[src/bgc_pkg.sv]
// Package for the button gesture classifier.
// Holds the mode type, the event and gesture codes, register indexes and reset values.
// No dependencies.
`default_nettype none

package bgc_pkg;

    localparam int TICKS_W     = 16;
    localparam int GESTURE_W   = 2;
    localparam int KEY_VALUE_W = 2;
    localparam int CFG_INDEX_W = 2;
    localparam int CFG_DATA_W  = 16;

    typedef logic [TICKS_W-1:0]     ticks_t;
    typedef logic [GESTURE_W-1:0]   gesture_t;
    typedef logic [KEY_VALUE_W-1:0] key_value_t;
    typedef logic [CFG_INDEX_W-1:0] cfg_index_t;

    typedef enum logic [1:0] {
        MODE_IDLE          = 2'd0,
        MODE_FIRST_PRESS   = 2'd1,
        MODE_FIRST_RELEASE = 2'd2
    } mode_t;

    localparam logic CMD_TICK  = 1'b0;
    localparam logic CMD_EVENT = 1'b1;

    localparam key_value_t KEY_RELEASE = 2'd0;
    localparam key_value_t KEY_PRESS   = 2'd1;

    localparam gesture_t GESTURE_SINGLE = 2'd0;
    localparam gesture_t GESTURE_DOUBLE = 2'd1;
    localparam gesture_t GESTURE_LONG   = 2'd2;

    localparam cfg_index_t REG_LONG_PRESS_MS   = 2'd0;
    localparam cfg_index_t REG_DOUBLE_CLICK_MS = 2'd1;

    localparam ticks_t LONG_PRESS_RESET   = 16'd300;
    localparam ticks_t DOUBLE_CLICK_RESET = 16'd300;
    localparam ticks_t TICKS_MAX          = 16'hFFFF;

endpackage

`default_nettype wire

[src/bgc_if.sv]
// Channel interfaces of the button gesture classifier: input words, result words
// and configuration writes, each with valid/ready. Depends on bgc_pkg.
`default_nettype none

interface bgc_item_if;
    logic                  valid;
    logic                  ready;
    logic                  cmd;
    logic                  event_is_key;
    bgc_pkg::key_value_t   key_value;

    modport source (output valid, output cmd, output event_is_key, output key_value,
                    input ready);
    modport sink   (input valid, input cmd, input event_is_key, input key_value,
                    output ready);
endinterface

interface bgc_result_if;
    logic                valid;
    logic                ready;
    bgc_pkg::gesture_t   gesture;

    modport source (output valid, output gesture, input ready);
    modport sink   (input valid, input gesture, output ready);
endinterface

interface bgc_cfg_if;
    logic                                 valid;
    logic                                 ready;
    bgc_pkg::cfg_index_t                  index;
    logic [bgc_pkg::CFG_DATA_W-1:0]       data;

    modport source (output valid, output index, output data, input ready);
    modport sink   (input valid, input index, input data, output ready);
endinterface

`default_nettype wire

[src/button_gesture_classifier.sv]
// Top level of the button gesture classifier: input register, mode/counter update
// and result register. Depends on bgc_pkg and the interfaces in bgc_if.sv.
`default_nettype none

// Classify one push button into single click, double click and long press.
//
// item_in    : one word per millisecond tick (cmd = 0) or input event (cmd = 1).
//              Non-key events, autorepeat and unknown key values change nothing.
// result_out : one gesture word (0 single, 1 double, 2 long) for the input
//              words that complete a gesture; all others produce no word.
// cfg        : register writes, index 0 = long_press_ms, 1 = double_click_window_ms.
//              Always ready; writes to other indexes are dropped.
//
// Timing: a word lands in the input register; when it advances, mode and
// counter update and the result register loads, so a gesture appears on
// result_out once its input word leaves the input register. One word per
// cycle is sustained unless a result waits; the only loop is the mode/counter update.
// Stall: while a result waits on result_out, the input register still drains
// into the result stage once the receiver takes the held word; item_in ready
// follows that same advance, so nothing is lost or repeated.
// Reset: mode idle, counter zero, both windows 300 ticks, no word held.

module button_gesture_classifier (
    input  wire logic           clk,
    input  wire logic           rst_n,
    bgc_item_if.sink            item_in,
    bgc_result_if.source        result_out,
    bgc_cfg_if.sink             cfg
);

    // Configuration
    bgc_pkg::ticks_t long_press_reg;
    bgc_pkg::ticks_t window_reg;

    // Input register
    logic                 in_valid_reg;
    logic                 in_cmd_reg;
    logic                 in_is_key_reg;
    bgc_pkg::key_value_t  in_key_reg;

    // Classifier state
    bgc_pkg::mode_t   mode_reg, mode_next;
    bgc_pkg::ticks_t  elapsed_reg, elapsed_next;

    // Result register
    logic               out_valid_reg;
    bgc_pkg::gesture_t  out_gesture_reg;

    logic               advance;
    logic               hit;
    bgc_pkg::gesture_t  gesture_next;
    bgc_pkg::ticks_t    elapsed_inc;

    assign cfg.ready = 1'b1;

    always_ff @(posedge clk or negedge rst_n)
    begin
        if (!rst_n)
        begin
            long_press_reg <= bgc_pkg::LONG_PRESS_RESET;
            window_reg     <= bgc_pkg::DOUBLE_CLICK_RESET;
        end
        else if (cfg.valid)
        begin
            case (cfg.index)
                bgc_pkg::REG_LONG_PRESS_MS:   long_press_reg <= cfg.data;
                bgc_pkg::REG_DOUBLE_CLICK_MS: window_reg     <= cfg.data;
                default: ;
            endcase
        end
    end

    // Move the held word on when the result slot is free or being emptied.
    assign advance       = in_valid_reg && (!out_valid_reg || result_out.ready);
    assign item_in.ready = !in_valid_reg || advance;

    always_ff @(posedge clk or negedge rst_n)
    begin
        if (!rst_n)
        begin
            in_valid_reg <= 1'b0;
        end
        else if (item_in.ready)
        begin
            in_valid_reg <= item_in.valid;
        end
    end

    always_ff @(posedge clk)
    begin
        if (item_in.ready && item_in.valid)
        begin
            in_cmd_reg    <= item_in.cmd;
            in_is_key_reg <= item_in.event_is_key;
            in_key_reg    <= item_in.key_value;
        end
    end

    // Saturating millisecond counter
    assign elapsed_inc = (elapsed_reg == bgc_pkg::TICKS_MAX) ? elapsed_reg
                                                            : elapsed_reg + 16'd1;

    always_comb
    begin
        mode_next    = mode_reg;
        elapsed_next = elapsed_reg;
        hit          = 1'b0;
        gesture_next = bgc_pkg::GESTURE_SINGLE;
        if (in_cmd_reg == bgc_pkg::CMD_TICK)
        begin
            case (mode_reg)
                bgc_pkg::MODE_FIRST_PRESS:
                begin
                    elapsed_next = elapsed_inc;
                end
                bgc_pkg::MODE_FIRST_RELEASE:
                begin
                    elapsed_next = elapsed_inc;
                    // Window ran out: single click
                    if (elapsed_inc >= window_reg)
                    begin
                        mode_next    = bgc_pkg::MODE_IDLE;
                        hit          = 1'b1;
                        gesture_next = bgc_pkg::GESTURE_SINGLE;
                    end
                end
                default: ;
            endcase
        end
        else if (in_is_key_reg)
        begin
            if (in_key_reg == bgc_pkg::KEY_PRESS)
            begin
                case (mode_reg)
                    bgc_pkg::MODE_FIRST_PRESS: ;
                    bgc_pkg::MODE_FIRST_RELEASE:
                    begin
                        mode_next    = bgc_pkg::MODE_IDLE;
                        hit          = 1'b1;
                        gesture_next = bgc_pkg::GESTURE_DOUBLE;
                    end
                    default:
                    begin
                        mode_next    = bgc_pkg::MODE_FIRST_PRESS;
                        elapsed_next = '0;
                    end
                endcase
            end
            else if (in_key_reg == bgc_pkg::KEY_RELEASE)
            begin
                if (mode_reg == bgc_pkg::MODE_FIRST_PRESS)
                begin
                    if (elapsed_reg > long_press_reg)
                    begin
                        mode_next    = bgc_pkg::MODE_IDLE;
                        hit          = 1'b1;
                        gesture_next = bgc_pkg::GESTURE_LONG;
                    end
                    else
                    begin
                        // Short hold: open the double-click window
                        mode_next    = bgc_pkg::MODE_FIRST_RELEASE;
                        elapsed_next = '0;
                    end
                end
            end
        end
    end

    always_ff @(posedge clk or negedge rst_n)
    begin
        if (!rst_n)
        begin
            mode_reg    <= bgc_pkg::MODE_IDLE;
            elapsed_reg <= '0;
        end
        else if (advance)
        begin
            mode_reg    <= mode_next;
            elapsed_reg <= elapsed_next;
        end
    end

    always_ff @(posedge clk or negedge rst_n)
    begin
        if (!rst_n)
        begin
            out_valid_reg <= 1'b0;
        end
        else if (advance)
        begin
            out_valid_reg <= hit;
        end
        else if (result_out.ready)
        begin
            out_valid_reg <= 1'b0;
        end
    end

    always_ff @(posedge clk)
    begin
        if (advance && hit)
        begin
            out_gesture_reg <= gesture_next;
        end
    end

    assign result_out.valid   = out_valid_reg;
    assign result_out.gesture = out_gesture_reg;

endmodule

`default_nettype wire
[src/flat_wrapper.sv]
// flat-port wrapper written by rule: the top's interface ports become plain ports
module button_gesture_classifier_flat 
  (clk, rst_n, item_in_valid, item_in_cmd, item_in_event_is_key, item_in_key_value, item_in_ready, result_out_valid, result_out_gesture, result_out_ready, cfg_valid, cfg_index, cfg_data, cfg_ready);
  bgc_item_if item_in_i ();
  bgc_result_if result_out_i ();
  bgc_cfg_if cfg_i ();
  input  wire logic clk;
  input  wire logic rst_n;
  input wire logic [$bits(item_in_i.valid)-1:0] item_in_valid;
  input wire logic [$bits(item_in_i.cmd)-1:0] item_in_cmd;
  input wire logic [$bits(item_in_i.event_is_key)-1:0] item_in_event_is_key;
  input wire logic [$bits(item_in_i.key_value)-1:0] item_in_key_value;
  output wire logic [$bits(item_in_i.ready)-1:0] item_in_ready;
  output wire logic [$bits(result_out_i.valid)-1:0] result_out_valid;
  output wire logic [$bits(result_out_i.gesture)-1:0] result_out_gesture;
  input wire logic [$bits(result_out_i.ready)-1:0] result_out_ready;
  input wire logic [$bits(cfg_i.valid)-1:0] cfg_valid;
  input wire logic [$bits(cfg_i.index)-1:0] cfg_index;
  input wire logic [$bits(cfg_i.data)-1:0] cfg_data;
  output wire logic [$bits(cfg_i.ready)-1:0] cfg_ready;
  assign item_in_i.valid = item_in_valid;
  assign item_in_i.cmd = item_in_cmd;
  assign item_in_i.event_is_key = item_in_event_is_key;
  assign item_in_i.key_value = item_in_key_value;
  assign item_in_ready = item_in_i.ready;
  assign result_out_valid = result_out_i.valid;
  assign result_out_gesture = result_out_i.gesture;
  assign result_out_i.ready = result_out_ready;
  assign cfg_i.valid = cfg_valid;
  assign cfg_i.index = cfg_index;
  assign cfg_i.data = cfg_data;
  assign cfg_ready = cfg_i.ready;
  button_gesture_classifier u_core (.clk(clk), .rst_n(rst_n), .item_in(item_in_i), .result_out(result_out_i), .cfg(cfg_i));
endmodule
[config.mk]
export PLATFORM = sky130hd
export DESIGN_NAME = button_gesture_classifier_flat
export DESIGN_NICKNAME = d
export VERILOG_FILES = /design/src/bgc_pkg.sv /design/src/bgc_if.sv /design/src/button_gesture_classifier.sv /design/src/flat_wrapper.sv
export SDC_FILE = /design/constraint.sdc
export NUM_CORES = 1
export LEC_CHECK = 0
export BUFFER_PORTS_ARGS = -buffer_cell sky130_fd_sc_hd__buf_2
export CAP_MARGIN = 10
export CORE_UTILIZATION = 55
export CTS_CLUSTER_DIAMETER = 150
export DETAILED_ROUTE_END_ITERATION = 7
export HOLD_SLACK_MARGIN = 0.08
export PLACE_DENSITY = 0.78
export SETUP_SLACK_MARGIN = 0.3
export SLEW_MARGIN = 20
export SYNTH_ARGS = -nofsm -noshare
export SYNTH_HDL_FRONTEND = slang
export SYNTH_SLANG_ARGS = --single-unit
export TNS_END_PERCENT = 50
[constraint.sdc]
create_clock -name clk -period 5.2 [get_ports clk]
set_input_delay 0.52 -clock clk [delete_from_list [all_inputs] [get_ports clk]]
set_output_delay 0.52 -clock clk [all_outputs]
set_load 0.01 [all_outputs]
==> impl_metrics.json <==
{
  "status": "finished, final reports clean",
  "io_buffers": 30,
  "setup_viol": 0,
  "drt_wl_total_um": 8090,
  "ant_nets": 0,
  "core_area_um2": 6390,
  "rsz0062_at_grt": "false",
  "dr.pass1.iters": 4,
  "endpoint_kind": "flip-flop",
  "area_delta_synth_final_pct": 11.8,
  "clkSinkCount": 58,
  "crit_path_start": "u_core.elapsed_reg[0]",
  "timing.fmax_mhz": 285,
  "grt_max_degree": 53,
  "maxSlewHeadroom_pct": 39.8,
  "synth.avg_cell_area_um2": 9.60,
  "antenna_cells": 0,
  "post-dp-hpwl_um": 5960,
  "worst_pin_slew_ns": 0.900,
  "critical_path_class": "reg2reg",
  "drc": 0,
  "grt_pass1_wl_um": 14000,
  "arrival_ns": 3.61,
  "fin_skew_ns": 0.00679,
  "powerDensity_nw_per_um2": 369,
  "power_leakage_uw": 0.00197,
  "period_share_pct": 67.5,
  "async_flop_share_pct": 89.7,
  "hold_class": "in2async",
  "max-cap-violations": 0,
  "htree_levels": 3,
  "die-height_um": 83.8,
  "drt-initial-drc-count": 108,
  "ys_types": 55,
  "die_area_um2": 7020,
  "syn_inst": 383,
  "ys_seq_area_share_pct": 40.6,
  "synth_edf_count": 6,
  "rows": 29,
  "postCtsHoldBufs": 0,
  "nets": 479,
  "synth_flop_cell": "dfrtp_1",
  "vdd_ir_drop_max_mv": 0.281,
  "critical_path_required_ns": 5.30,
  "drive_gt1_share_pct": 21.3,
  "avgViaCountPerCell": 5.85,
  "slew_viol_final": 0,
  "fin_crit_ns": 3.51,
  "postCtsSetupBuffers": 0,
  "vias": 2918,
  "synth.net_count": 445,
  "clock_latency_ns": 0.35,
  "ys_warn_count": 0,
  "cts_tree": "yes",
  "multi_input_area_um2": 1980,
  "wl_per_cell_um": 16.2,
  "gp_congestion": 0.956,
  "ys_ff_latch": 58,
  "fp.dieW_um": 83.8,
  "syn_area_um2": 3680,
  "seq_area_um2": 1490,
  "post_cts_resized": 0,
  "start_util_pct": 57.6,
  "grt_pass1_vias": 2979,
  "grt_remaining_overflow": 0,
  "clkTransAtPathRegs_ns": 0.07,
  "fin_hold_ws_ns": 0.293,
  "crit_path_start_kind": "flip-flop",
  "fin_setup_tns_ns": 0,
  "track_usage_pct": 25.7,
  "cts_buffers": 9,
  "io-pin-count": 32,
  "cts_buffer_depth": 2,
  "cts_root_buf": "clkbuf_8",
  "hold_violations": 0,
  "antenna_found_initial": 0,
  "r2r_start": "u_core.elapsed_reg[0]",
  "crit_fanout": 10,
  "fillers": 549
}
## synthesized netlist by cell type, drive strengths merged (6+ instances only)
| library cell | number | area, µm² |
|---|---|---|
| nand2b | 8 | 50.1 |
| nand2 | 41 | 154 |
| xnor2 | 8 | 70.1 |
| nand3 | 13 | 70.1 |
| o211a | 6 | 60.1 |
| nand4 | 10 | 77.6 |
| dfstp | 8 | 210 |
| inv | 43 | 161 |
| a21oi | 30 | 154 |
| clkbuf | 6 | 22.5 |
| nor2 | 16 | 60.1 |
| o21ai | 27 | 135 |
| dfrtp | 44 | 1100 |
| edfxtp | 6 | 180 |
| mux2 | 18 | 203 |
| ha | 35 | 438 |
## final timing paths
kind / to / slack (ns) / depth (start not counted)
max in group asynchronous: u_core.long_press_reg[7] / 4.46 / 2
max reg2reg: u_core.result_out.gesture[0] / 1.69 / 12
min reg2reg: u_core.window_reg[9] / 0.51 / 1
min: u_core.long_press_reg[15] / 0.29 / 2
max: u_core.result_out.gesture[0] / 1.69 / 12
min in group clk: u_core.in_cmd_reg / 0.34 / 1
## layout make-up
type | count | area share, %
clock buffer | 10 | 3.35
clock inverter | 6 | 1.58
inverter | 43 | 3.93
multi-input combinational | 271 | 48.1
sequential | 58 | 36.3
tap | 77 | 2.34
timing repair buffer | 34 | 4.38
## worst max-delay path, cell delays in order (launching register included)
cell,delay [ns]
dfrtp_1,0.47
ha_1,0.30
nand3_2,0.18
nor4_4,0.34
nand2_1,0.29
xnor2_1,0.25
ha_1,0.25
nand2b_1,0.14
a2111o_1,0.41
a31oi_1,0.13
a21oi_1,0.10
o21ai_1,0.28
nor2_1,0.12
## layout by cell type, fill, tap and decap left out, types with 3 or more instances in the layout
| cell type | instances |
|---|---|
| a21o_1 | 4 |
| a21oi_1 | 29 |
| a31oi_1 | 5 |
| a41oi_1 | 3 |
| buf_2 | 30 |
| buf_4 | 4 |
| clkbuf_8 | 10 |
| dfrtp_1 | 44 |
| dfstp_2 | 8 |
| edfxtp_1 | 6 |
| ha_1 | 35 |
| inv_1 | 43 |
| mux2_2 | 18 |
| nand2_1 | 41 |
| nand2b_1 | 8 |
| nand3_1 | 12 |
| nand3b_1 | 3 |
| nand4_1 | 9 |
| nor2_1 | 16 |
| nor3_1 | 4 |
| o211a_1 | 6 |
| o211ai_1 | 3 |
| o21a_1 | 5 |
| o21ai_0 | 26 |
| xnor2_1 | 8 |
| xor2_1 | 3 |
## logic make-up (layout without fill, tap and decap cells)
kind of cell | Yosys count | after routing | share of synthesized area (%)
AND/OR/NAND/NOR | 108 | 108 | 16.2
XOR/XNOR | 11 | 11 | 2.62
buffers and inverters | 54 | 93 | 5.75
AO/OA/AOI/OAI | 97 | 97 | 17.1
adder cells (fa/ha/maj) | 35 | 35 | 11.9
other | 1 | 1 | 0.102
multiplexers | 19 | 19 | 5.78
flip-flops | 58 | 58 | 40.6
## routing by layer
layer	vias up	GRT usage, %	share of wire, %
li1	1434	-	-
met1	1420	33.4	47
met2	51	42.0	48
met3	13	5.14	3.3
met4	0	10.9	1.6
met5	-	0	0
## per-stage QoR
stage / std cells / area (µm²) / power (µW) / utilization [%] / setup WS, ns
6_report: 499 / 4110 / 1520 / 64.4 / 1.69
5_1_grt: 499 / 4110 / 1620 / 64.4 / 1.29
4_1_cts: 499 / 4110 / 1520 / 64.4 / 1.72
3_5_place_dp: 483 / 3910 / 1090 / 61.2 / 1.74
3_3_place_gp: 483 / 3910 / 1070 / 61.2 / 1.85
2_1_floorplan: 383 / 3680 / 950 / - / 2.14
## where the power goes
| part | switching, µW | total (µW) | internal (µW) |
|---|---|---|---|
| clock network | 194 | 428 | 234 |
| registers | 86.8 | 631 | 544 |
| logic | 257 | 457 | 200 |
| total | 538 | 1520 | 978 |
Note: power is estimated with default switching activity, not from simulation.
